`src/hdl/dcs_pkg.sv`:
```
package dcs_pkg;

	localparam int CUR_W  = 13;
	localparam int CNT_W  = 6;
	localparam int PLUG_W = 4;
	localparam int ADDR_W = 4;
	localparam int DATA_W = 32;

	typedef logic [CUR_W-1:0] cur_t;
	typedef logic [CNT_W-1:0] cnt_t;

	typedef enum logic [1:0] {
		REG_THRESHOLD    = 2'd0,
		REG_STABLE_COUNT = 2'd1,
		REG_PENALTY      = 2'd2
	} reg_idx_t;

	typedef enum logic {
		ACT_SAMPLE = 1'b0,
		ACT_FILL   = 1'b1
	} action_t;

	localparam cur_t THRESHOLD_RST    = 13'd100;
	localparam cnt_t STABLE_COUNT_RST = 6'd50;
	localparam cnt_t PENALTY_RST      = 6'd10;

endpackage

```
`src/hdl/demand_current_stabilizer_core.sv`:
```
// Each accepted transaction is registered in the working stage, and its result then in the result register.
// Throughput: one transaction per cycle; a held result stalls the input only once the
// single working stage is also full.
// Reset: all per-plug state clears and the control registers load their defaults at once;
// each ring reads as zero through its fill value and fill count, so no clearing pass is needed.
module demand_current_stabilizer_core
	import dcs_pkg::*;
#(
	parameter int SAMPLES = 8,
	parameter int PLUGS   = 16
) (
	input  logic              clk,
	input  logic              arst_n,
	input  logic              psel,
	input  logic              penable,
	input  logic              pwrite,
	input  logic [ADDR_W-1:0] paddr,
	input  logic [DATA_W-1:0] pwdata,
	output logic [DATA_W-1:0] prdata,
	output logic              pready,
	input  logic              sample_valid,
	output logic              sample_ready,
	input  logic              action,
	input  logic [PLUG_W-1:0] plug,
	input  logic [CUR_W-1:0]  current,
	output logic              result_valid,
	input  logic              result_ready,
	output logic [CUR_W-1:0]  qualified_current,
	output logic              is_stable
);

	localparam int PIW    = (PLUGS > 1) ? $clog2(PLUGS) : 1;
	localparam int SW     = $clog2(SAMPLES);
	localparam int FCW    = $clog2(SAMPLES + 1);
	localparam int SUMW   = CUR_W + $clog2(SAMPLES);
	localparam int DEPTH  = PLUGS * SAMPLES;
	localparam int AW     = $clog2(DEPTH);
	localparam int SHIFT  = SUMW + $clog2(SAMPLES);
	localparam int MULW   = SUMW + 2;
	localparam int PRODW  = SUMW + MULW;
	localparam logic [MULW-1:0] RECIP =
		MULW'((64'd1 << SHIFT) / SAMPLES + 64'd1);

	// configuration
	cur_t threshold_q;
	cnt_t stable_q;
	cnt_t penalty_q;
	reg_idx_t cfg_idx;

	assign pready  = 1'b1;
	assign cfg_idx = reg_idx_t'(paddr[3:2]);

	always_ff @(posedge clk or negedge arst_n) begin
		if (!arst_n) begin
			threshold_q <= THRESHOLD_RST;
			stable_q    <= STABLE_COUNT_RST;
			penalty_q   <= PENALTY_RST;
		end else if (psel && penable && pwrite) begin
			unique case (cfg_idx)
				REG_THRESHOLD:    threshold_q <= pwdata[CUR_W-1:0];
				REG_STABLE_COUNT: stable_q    <= pwdata[CNT_W-1:0];
				REG_PENALTY:      penalty_q   <= pwdata[CNT_W-1:0];
				default: ;
			endcase
		end
	end

	always_comb begin
		unique case (cfg_idx)
			REG_THRESHOLD:    prdata = DATA_W'(threshold_q);
			REG_STABLE_COUNT: prdata = DATA_W'(stable_q);
			REG_PENALTY:      prdata = DATA_W'(penalty_q);
			default:          prdata = '0;
		endcase
	end

	// per-plug state
	logic [SUMW-1:0]  sum_q   [PLUGS];
	logic [SW-1:0]    slot_q  [PLUGS];
	cnt_t             cnt_q   [PLUGS];
	cur_t             fillv_q [PLUGS];
	logic [FCW-1:0]   fillc_q [PLUGS];

	cur_t ring_mem [DEPTH];

	// working stage
	logic             s1_valid_q;
	logic             action_s1;
	logic             plug_ok_s1;
	logic [PIW-1:0]   plug_s1;
	cur_t             cur_s1;
	logic [AW-1:0]    addr_s1;
	cur_t             rd_s1;

	logic             result_valid_q;
	cur_t             qualified_current_q;
	logic             is_stable_q;

	logic             s1_adv;
	logic             accept;
	logic             s1_fire;
	logic [PIW-1:0]   plug_in;
	logic             plug_ok_in;
	logic [SW-1:0]    slot_rd;
	logic [AW-1:0]    addr_in;

	logic [SUMW-1:0]  sum_cur;
	logic [SW-1:0]    slot_cur;
	cnt_t             cnt_cur;
	cur_t             fillv_cur;
	logic [FCW-1:0]   fillc_cur;
	logic [PRODW-1:0] prod;
	cur_t             mean;
	cur_t             diff;
	logic             deviate;
	cur_t             oldest;
	logic [CNT_W:0]   cnt_inc;
	cnt_t             cnt_new;
	logic [SUMW-1:0]  sum_new;
	logic [SW-1:0]    slot_new;
	logic [FCW-1:0]   fillc_new;
	logic             do_sample;
	logic             do_fill;
	cur_t             q_new;
	logic             stable_new;

	assign s1_adv       = !result_valid_q || result_ready;
	assign sample_ready = !s1_valid_q || s1_adv;
	assign accept       = sample_valid && sample_ready;
	assign s1_fire      = s1_valid_q && s1_adv;

	assign plug_in    = PIW'(plug);
	assign plug_ok_in = (7'(plug) < 7'(PLUGS));

	assign sum_cur   = sum_q[plug_s1];
	assign slot_cur  = slot_q[plug_s1];
	assign cnt_cur   = cnt_q[plug_s1];
	assign fillv_cur = fillv_q[plug_s1];
	assign fillc_cur = fillc_q[plug_s1];

	assign do_sample = plug_ok_s1 && (action_s1 == ACT_SAMPLE);
	assign do_fill   = plug_ok_s1 && (action_s1 == ACT_FILL);

	// mean = floor(sum / SAMPLES) through an exact reciprocal
	assign prod = PRODW'(sum_cur) * PRODW'(RECIP);
	assign mean = prod[SHIFT +: CUR_W];
	assign diff = (cur_s1 > mean) ? cur_s1 - mean : mean - cur_s1;
	assign deviate = diff > threshold_q;

	// slots at or past the fill count still hold the fill value
	assign oldest  = (FCW'(slot_cur) < fillc_cur) ? rd_s1 : fillv_cur;
	assign sum_new = sum_cur - SUMW'(oldest) + SUMW'(cur_s1);
	assign slot_new = (32'(slot_cur) == SAMPLES - 1) ? '0 : slot_cur + 1'b1;
	assign fillc_new = (32'(fillc_cur) >= SAMPLES) ? fillc_cur : fillc_cur + 1'b1;

	assign cnt_inc = {1'b0, cnt_cur} + 1'b1;

	always_comb begin
		if (deviate) begin
			cnt_new = (cnt_cur > penalty_q) ? cnt_cur - penalty_q : '0;
		end else if (cnt_inc >= {1'b0, stable_q}) begin
			cnt_new = stable_q;
		end else begin
			cnt_new = cnt_inc[CNT_W-1:0];
		end
	end

	always_comb begin
		q_new      = '0;
		stable_new = 1'b0;
		if (do_sample) begin
			priority if (cnt_new == '0) begin
				q_new = '0;
			end else if (cnt_new == stable_q) begin
				q_new      = mean;
				stable_new = 1'b1;
			end else begin
				q_new = cur_s1;
			end
		end
	end

	// forward the slot that the working stage leaves for the same plug
	always_comb begin
		slot_rd = slot_q[plug_in];
		if (s1_fire && plug_ok_s1 && plug_s1 == plug_in) begin
			priority if (do_fill) begin
				slot_rd = '0;
			end else if (deviate) begin
				slot_rd = slot_new;
			end else begin
				slot_rd = slot_cur;
			end
		end
	end

	assign addr_in = AW'(plug_in) * AW'(SAMPLES) + AW'(slot_rd);

	always_ff @(posedge clk) begin
		if (s1_fire && do_sample && deviate) begin
			ring_mem[addr_s1] <= cur_s1;
		end
		if (accept) begin
			rd_s1 <= ring_mem[addr_in];
		end
	end

	always_ff @(posedge clk) begin
		if (accept) begin
			action_s1  <= action;
			plug_s1    <= plug_in;
			plug_ok_s1 <= plug_ok_in;
			cur_s1     <= current;
			addr_s1    <= addr_in;
		end
		if (s1_fire) begin
			qualified_current_q <= q_new;
			is_stable_q         <= stable_new;
		end
	end

	always_ff @(posedge clk or negedge arst_n) begin
		if (!arst_n) begin
			s1_valid_q     <= 1'b0;
			result_valid_q <= 1'b0;
		end else begin
			if (sample_ready) begin
				s1_valid_q <= sample_valid;
			end
			if (s1_adv) begin
				result_valid_q <= s1_valid_q;
			end
		end
	end

	always_ff @(posedge clk or negedge arst_n) begin
		if (!arst_n) begin
			for (int p = 0; p < PLUGS; p++) begin
				sum_q[p]   <= '0;
				slot_q[p]  <= '0;
				cnt_q[p]   <= '0;
				fillv_q[p] <= '0;
				fillc_q[p] <= '0;
			end
		end else if (s1_fire) begin
			if (do_fill) begin
				sum_q[plug_s1]   <= SUMW'(cur_s1) * SUMW'(SAMPLES);
				slot_q[plug_s1]  <= '0;
				cnt_q[plug_s1]   <= '0;
				fillv_q[plug_s1] <= cur_s1;
				fillc_q[plug_s1] <= '0;
			end else if (do_sample) begin
				cnt_q[plug_s1] <= cnt_new;
				if (deviate) begin
					sum_q[plug_s1]   <= sum_new;
					slot_q[plug_s1]  <= slot_new;
					fillc_q[plug_s1] <= fillc_new;
				end
			end
		end
	end

	assign result_valid      = result_valid_q;
	assign qualified_current = qualified_current_q;
	assign is_stable         = is_stable_q;

	a_stall_cause: assert property (@(posedge clk) disable iff (!arst_n)
		!sample_ready |-> (s1_valid_q && result_valid_q && !result_ready))
		else $error("input stalled without a held result");

	a_advance: assert property (@(posedge clk) disable iff (!arst_n)
		s1_fire |=> result_valid_q)
		else $error("advanced transaction produced no result");

	a_fill_count: assert property (@(posedge clk) disable iff (!arst_n)
		(s1_valid_q && plug_ok_s1) |-> (32'(fillc_cur) <= SAMPLES))
		else $error("fill count beyond ring depth");

	a_slot_range: assert property (@(posedge clk) disable iff (!arst_n)
		(s1_valid_q && plug_ok_s1) |-> (32'(slot_cur) < SAMPLES))
		else $error("write slot beyond ring depth");

	a_stable_mean: assert property (@(posedge clk) disable iff (!arst_n)
		(s1_fire && stable_new) |=> is_stable && result_valid)
		else $error("stable result lost");

endmodule
```
`config.mk`:
```
export PLATFORM = sky130hd
export DESIGN_NAME = demand_current_stabilizer_core
export DESIGN_NICKNAME = d
export VERILOG_FILES = /design/src/hdl/dcs_pkg.sv /design/src/hdl/demand_current_stabilizer_core.sv
export SDC_FILE = /design/constraint.sdc
export NUM_CORES = 2
export LEC_CHECK = 0
export BUFFER_PORTS_ARGS = -buffer_cell sky130_fd_sc_hd__buf_2
export CORE_ASPECT_RATIO = 1.2
export CORE_MARGIN = 5
export CORE_UTILIZATION = 60
export CTS_CLUSTER_DIAMETER = 60
export DETAILED_ROUTE_END_ITERATION = 7
export PLACE_DENSITY = 0.76
export SYNTH_ARGS = -nofsm -noshare
export SYNTH_HDL_FRONTEND = slang
export SYNTH_SLANG_ARGS = --single-unit
```
`constraint.sdc`:
```
create_clock -name clk -period 11.2 [get_ports clk]
set_input_delay 2.24 -clock clk [delete_from_list [all_inputs] [get_ports clk]]
set_output_delay 2.24 -clock clk [all_outputs]
set_load 0.03 [all_outputs]
```
# Word-level counts from Yosys, hierarchy flattened
# Memories as Yosys holds them, arrays and structs flattened. A register that Yosys moved wholly into a read port is not among the register bits.
# Cells that the tools add are included.
[totals] reg_bits=738 latchBits=0 ramBits=1664 romBits=0 out_inout_bits=49 memories=1
[mem_list] memory="ring_mem" depth=128 width=13 rd=1 rd_ports_with_merged_regs=1 wr=1 line_no="demand_current_stabilizer_core.sv:84" text="cur_t ring_mem [DEPTH];"
[op_classes] addsub=9 mul=1 div=0 n_lt_le_gt_ge=9 eq_ne=5 shifts=0 n_mux=56 bitwise=9 reduce_logical=21
[op_table] operator="$bwmux W256" count=2
[op_table] operator="$mux W256" count=2
[op_table] operator="$bwmux W208" count=1
[op_table] operator="$mux W64" count=2
[op_table] operator="$and A96 B96 Y96" count=1
[op_table] operator="$bwmux W96" count=1
[op_table] operator="$mux W48" count=2
[op_table] operator="$mux W96" count=1
[op_table] operator="$not A96 Y96" count=1
[op_table] operator="$mux W13" count=6
[op_table] operator="$and A64 B64 Y64" count=1
[op_table] operator="$bmux W16 S4" count=1
[op_table] operator="$bwmux W64" count=1
[op_table] operator="$demux W16 S4" count=1
[op_table] operator="$not A64 Y64" count=1
[op_table] operator="$bmux W13 S4" count=1
[op_table] operator="$demux W13 S4" count=1
[op_table] operator="$and A48 B48 Y48" count=1
[op_table] operator="$bwmux W48" count=1
[op_table] operator="$mux W16" count=3
[op_table] operator="$not A48 Y48" count=1
[op_table] operator="$pmux W13 S3" count=1
[op_table] operator="$mux W6" count=6
[op_table] operator="$mul A16 B17 Y32 const B" count=1
[op_table] operator="other kinds (39)" count=70

# Logic depth before layout (Yosys ltp)
[logic_depth] ltp_word=12 mapped_depth=46 mapped_depth_nobuf=32

# Least setup slack after synthesis
# Ideal clock, no wire load.
[synth_timing] path_type="register to register" start="register plug_s1[1]" end="register rd_s1[5], read port of ring_mem (data pin)" setup_time_ns=0.152 t_arrival_ns=9.461 required_time_ns=11.048 setup_slack_ns=1.588 path_stages_with_launch=39 period_less_slack_ns=9.612 path_cell_list="edfxtp_1 -> buf_6 -> buf_2 -> buf_2 -> buf_4 -> clkbuf_1 -> clkbuf_1 -> buf_2 -> clkbuf_1 -> clkbuf_1 -> mux4_2 -> mux4_2 -> ha_1 -> inv_1 -> o21bai_1 -> a21oi_1 -> o21bai_1 -> a21o_1 -> [3 not listed] -> clkbuf_1 -> mux2i_1 -> xnor2_1 -> ha_1 -> and4_1 -> nor2b_1 -> o31ai_1 -> a21oi_1 -> o211a_1 -> inv_1 -> buf_4 -> clkbuf_1 -> nand2_1 -> o22ai_1 -> a211oi_1 -> or4_1 -> or4_1 -> a31oi_1"
[synth_via] elab_chain_cells=12
[synth_lines] element="start, declared" line_no="demand_current_stabilizer_core.sv:90" text="logic [PIW-1:0] plug_s1;"
[synth_lines] element="start signal, assigned" line_no="demand_current_stabilizer_core.sv:211" text="plug_s1 <= plug_in;"
[synth_lines] element="$not A4 Y5 (implied by the code)" line_no="demand_current_stabilizer_core.sv:135, demand_current_stabilizer_core.sv:136"
[synth_lines] element="$bmux W16 S4" line_no="demand_current_stabilizer_core.sv:135" text="assign sum_cur = sum_q[plug_s1];"
[synth_lines] element="$mux W16 (implied by the code) (2 in a row)" line_no="demand_current_stabilizer_core.sv:135"
[synth_lines] element="$mul A16 B17 Y32" line_no="demand_current_stabilizer_core.sv:145" text="assign prod = PRODW'(sum_cur) * PRODW'(RECIP);"
[synth_lines] element="$sub A13 B13 Y13 / $gt A13 B13 Y1 (equally long branches)" line_no="demand_current_stabilizer_core.sv:147" text="assign diff = (cur_s1 > mean) ? cur_s1 - mean : mean - cur_s1;"
[synth_lines] element="$mux W13" line_no="demand_current_stabilizer_core.sv:147"
[synth_lines] element="$gt A13 B13 Y1" line_no="demand_current_stabilizer_core.sv:148" text="assign deviate = diff > threshold_q;"
[synth_lines] element="$mux W3" line_no="demand_current_stabilizer_core.sv:189" text="end else if (deviate) begin"
[synth_lines] element="$mux W3" line_no="demand_current_stabilizer_core.sv:187" text="priority if (do_fill) begin"
[synth_lines] element="$mux W3 (*)" line_no="demand_current_stabilizer_core.sv:186" text="if (s1_fire && plug_ok_s1 && plug_s1 == plug_in) begin"
[synth_lines] element="$add A7 B3 Y7 (*)" line_no="demand_current_stabilizer_core.sv:197" text="assign addr_in = AW'(plug_in) * AW'(SAMPLES) + AW'(slot_rd);"
[synth_lines] element="end, declared" line_no="demand_current_stabilizer_core.sv:93" text="cur_t rd_s1;"
# Mark *: on every way between the ends. The rest lies on a longest branch, timed or not. The select of a mux whose other input is x is not followed.
# A chain may end at the register's enable or synchronous reset.

# Worst setup path after layout
[layout_timing] start="register plug_s1[0]" end="register rd_s1[9], read port of ring_mem (data pin)"
# The elaborated chain is that of the path after synthesis.

==> results.cfg <==
[run_status]
status = complete, no violations

[synth]
synth_mux_area_share_pct = 6.24
synth_seq_area_share_pct = 67.5
yosys.area.top_type = edfxtp_1
synthAdderAreaFrac_pct = 1.20
yosys.area_share.simple_pct = 13.8
synth_cell_types = 81
syn_area_per_cell_um2 = 12.3
synth-compound-area-share_pct = 8.08
ys_warn_count = 0
synth_top_area_share_pct = 50.3
synth-async-reset-ratio_pct = 29.0
synth_edf_count = 1712
synth_flop_cell = edfxtp_1
synth_top_family_by_area = simple AND/OR/NAND/NOR gates
synth-xor-area-share_pct = 0.343
netlist_instances = 8325
synth_seq_cells = 2411
synthTopCellsByArea = edfxtp_1 50%, dfrtp_1 17%, nand2_1 8.5%, mux4_2 5.2%, o21ai_0 3.5%
syn_area_um2 = 102000

[critical_path]
crit_path_max_fanout = 88
critical_path_arrival_ps = 11120
cp_data_required_time_ps = 11950
worst_setup_path_start_kind = flip-flop
cp_common_cell = buf_4
endpoint_kind = flip-flop
reg2reg_depth = 33
reg2reg_setup_slack_ps = 820
crit_slowest_cell = a2111oi_0
crit_type = flip-flop to flip-flop
cpPeakStageDelay_ps = 980

[drt]
ant_nets = 0
wl_mm = 290
dr.pass1.iters = 6
wl_per_cell_um = 26.8
via_count = 69500
via_per_inst = 6.42
drc = 0
drt_iter0_drc = 8518

[die]
die_area_um2 = 179000
rows = 165
core_area_um2 = 169000
initial_core_util_pct = 60.5
pin_count = 110
die_h_um = 462
die_w_um = 387

[clocking]
ctsHoldBuffers = 0
h-tree-depth = 4
cts_root_buffer = clkbuf_16
clock_latency_ps = 880
path_clk_slew_ps = 70
clockBufferDepth = 3
cts_made_buffers = 224
clkSinkCount = 2411
cts_tree = built
post-cts-setup-buffer-count = 0
cts_resized = 0

[placed_design]
port_buffers = 68
gp_congestion = 0.947
preCtsSetupSlack_ps = 1090
place_hpwl_mm = 179
dp_cells = 10400

[layout]
syn_to_final_growth_pct = 10.5
nets = 8521
final_cells = 10800
drive_above_1_share_pct = 11.5

[sta]
finalHoldViolations = 0
finalClockSkew_ps = 42.2
timing.final.crit_period_ps = 10380
tightest_slew_ps = 1360
final-setup-viol-count = 0
clock.fmax_mhz = 96.4
setup_slack_ps = 823
drv_slew = 0
min_period_over_period_pct = 92.6
fin_setup_tns_ps = 0
rsz0062_at_grt = false
relSlewSlack_pct = 9.23

[grt]
antenna_found_initial = 11
grt_pass1_wl_mm = 427
grt_pass1_vias = 67900
grt-ovfl-total = 0
grt_start_max_net_pins = 152
grt_usage_pct = 32.0

[flow_run]
drv_cap = 0

[power]
power_density_nw_per_um2 = 225
ir_worst_vdd_mv = 0.201
cellLeakagePower_uw = 0.0428

[hold_path]
hp-class = flip-flop to flip-flop
min_path_cells = 2
metal layers:
metal / GRT usage [%] / wire [um]
met1: 39.6 / 100000
met5: 0 / 0
met2: 51.4 / 137000
met3: 6.38 / 29300
met4: 22.2 / 23600
power breakdown:
part	internal (uW)	total (uW)	switching, uW
Combinational	2400	6900	4500
Clock	4270	7600	3330
Sequential	10400	10900	477
layout by cell type (no fill, tap or decap), types with 14 or more instances in the layout:
cell / netlist / routed
nand2_1: 2310 / 2310
edfxtp_1: 1712 / 1712
o21ai_0: 721 / 720
dfrtp_1: 691 / 691
nand3_1: 368 / 368
nor2_1: 282 / 281
buf_4: 47 / 277
mux4_2: 234 / 234
and3_1: 229 / 229
clkbuf_16: 0 / 224
a31oi_1: 202 / 202
a21oi_1: 149 / 148
inv_1: 114 / 112
mux2i_1: 85 / 84
ha_1: 72 / 72
buf_2: 108 / 67
clkbuf_1: 356 / 57
clkinv_1: 1 / 45
o22ai_1: 44 / 44
a211oi_1: 42 / 42
nand4_1: 42 / 42
a21o_1: 34 / 34
a22oi_1: 33 / 33
clkinv_2: 1 / 32
a311oi_1: 31 / 31
xnor2_1: 29 / 29
nor3_1: 31 / 29
a211o_1: 24 / 24
buf_12: 1 / 24
mux2_2: 22 / 22
bufinv_16: 0 / 21
conb_1: 2 / 20
o31ai_1: 19 / 17
nor4_1: 18 / 17
fa_1: 16 / 16
nor2b_1: 15 / 15
clkbuf_8: 0 / 14
metrics by stage:
step | area [um^2] | power (uW) | hold slack, ps | utilization, %
3_5_place_dp | 105000 | 17800 | 465 | 62.5
5_1_grt | 113000 | 26400 | 488 | 66.8
4_1_cts | 113000 | 25300 | 479 | 66.8
6_report | 113000 | 25400 | 475 | 66.8
3_3_place_gp | 105000 | 17600 | 456 | 62.5
2_1_floorplan | 102000 | 15500 | 445 | -
path summary, 6_finish.rpt:
check	from	to
min	fillv_q[10]	fillv_q[10]
max reg2reg	plug_s1[0]	rd_s1[9]
min reg2reg	fillv_q[10]	fillv_q[10]
min in group asynchronous	arst_n	sum_q[236]
max in group asynchronous	arst_n	cnt_q[77]
max	plug_s1[0]	rd_s1[9]
logic make-up (layout without fill, tap and decap cells):
group / count (synthesis) / after routing
adders and majority gates: 88 / 88
buffers and inverters: 684 / 903
and+or+nand+nor: 3355 / 3355
DFF: 2411 / 2411
other: 2 / 25
AOI/OAI and AO/OA: 1404 / 1404
muxes: 341 / 341
xor gates and xnor gates: 40 / 40
state kept, by name, summed over array words and instances, names as in the netlist, 3 cells and up:
name               flops
cur_s1                13
fillc_q               64
ring_mem            1664
fillv_q              208
slot_q                48
qualified_current     13
stable_q               6
addr_s1                3
rd_s1                 13
sum_q                256
threshold_q           13
cnt_q                 96
penalty_q              6
plug_s1                4
cell usage after synthesis (16+ instances only):
master	n
a311oi_1	31
a31oi_1	202
o31ai_1	19
a22oi_1	33
nor4_1	18
nand2_1	2310
edfxtp_1	1712
dfrtp_1	691
a211oi_1	42
buf_2	108
buf_1	48
xnor2_1	29
and3_1	229
nand4_1	42
o21ai_0	721
a211o_1	24
nor3_1	31
mux4_2	234
inv_1	114
clkbuf_1	356
buf_4	47
a21o_1	34
mux2i_1	85
fa_1	16
ha_1	72
nor2_1	282
mux2_2	22
o22ai_1	44
nand3_1	368
a21oi_1	149
area by class of cell:
class	count	area [um^2]
sequential	2411	68900
fill	11700	56100
multi-input combinational	5248	30400
clock buffer	295	6010
timing repair buffer	370	2920
tap	2254	2820
clock inverter	121	1280
inverter	117	470
antenna	5	12.5
critical path, delay by kind of cell, from the launching register on:
kind	cells	cell delay, ps
adders and majority gates	2	730
AOI/OAI and AO/OA	13	3630
buffers and inverters	8	2250
and+or+nand+nor	6	990
xor gates and xnor gates	1	160
muxes	3	1470
DFF	1	830
Power figures use the tool's default switching activity.
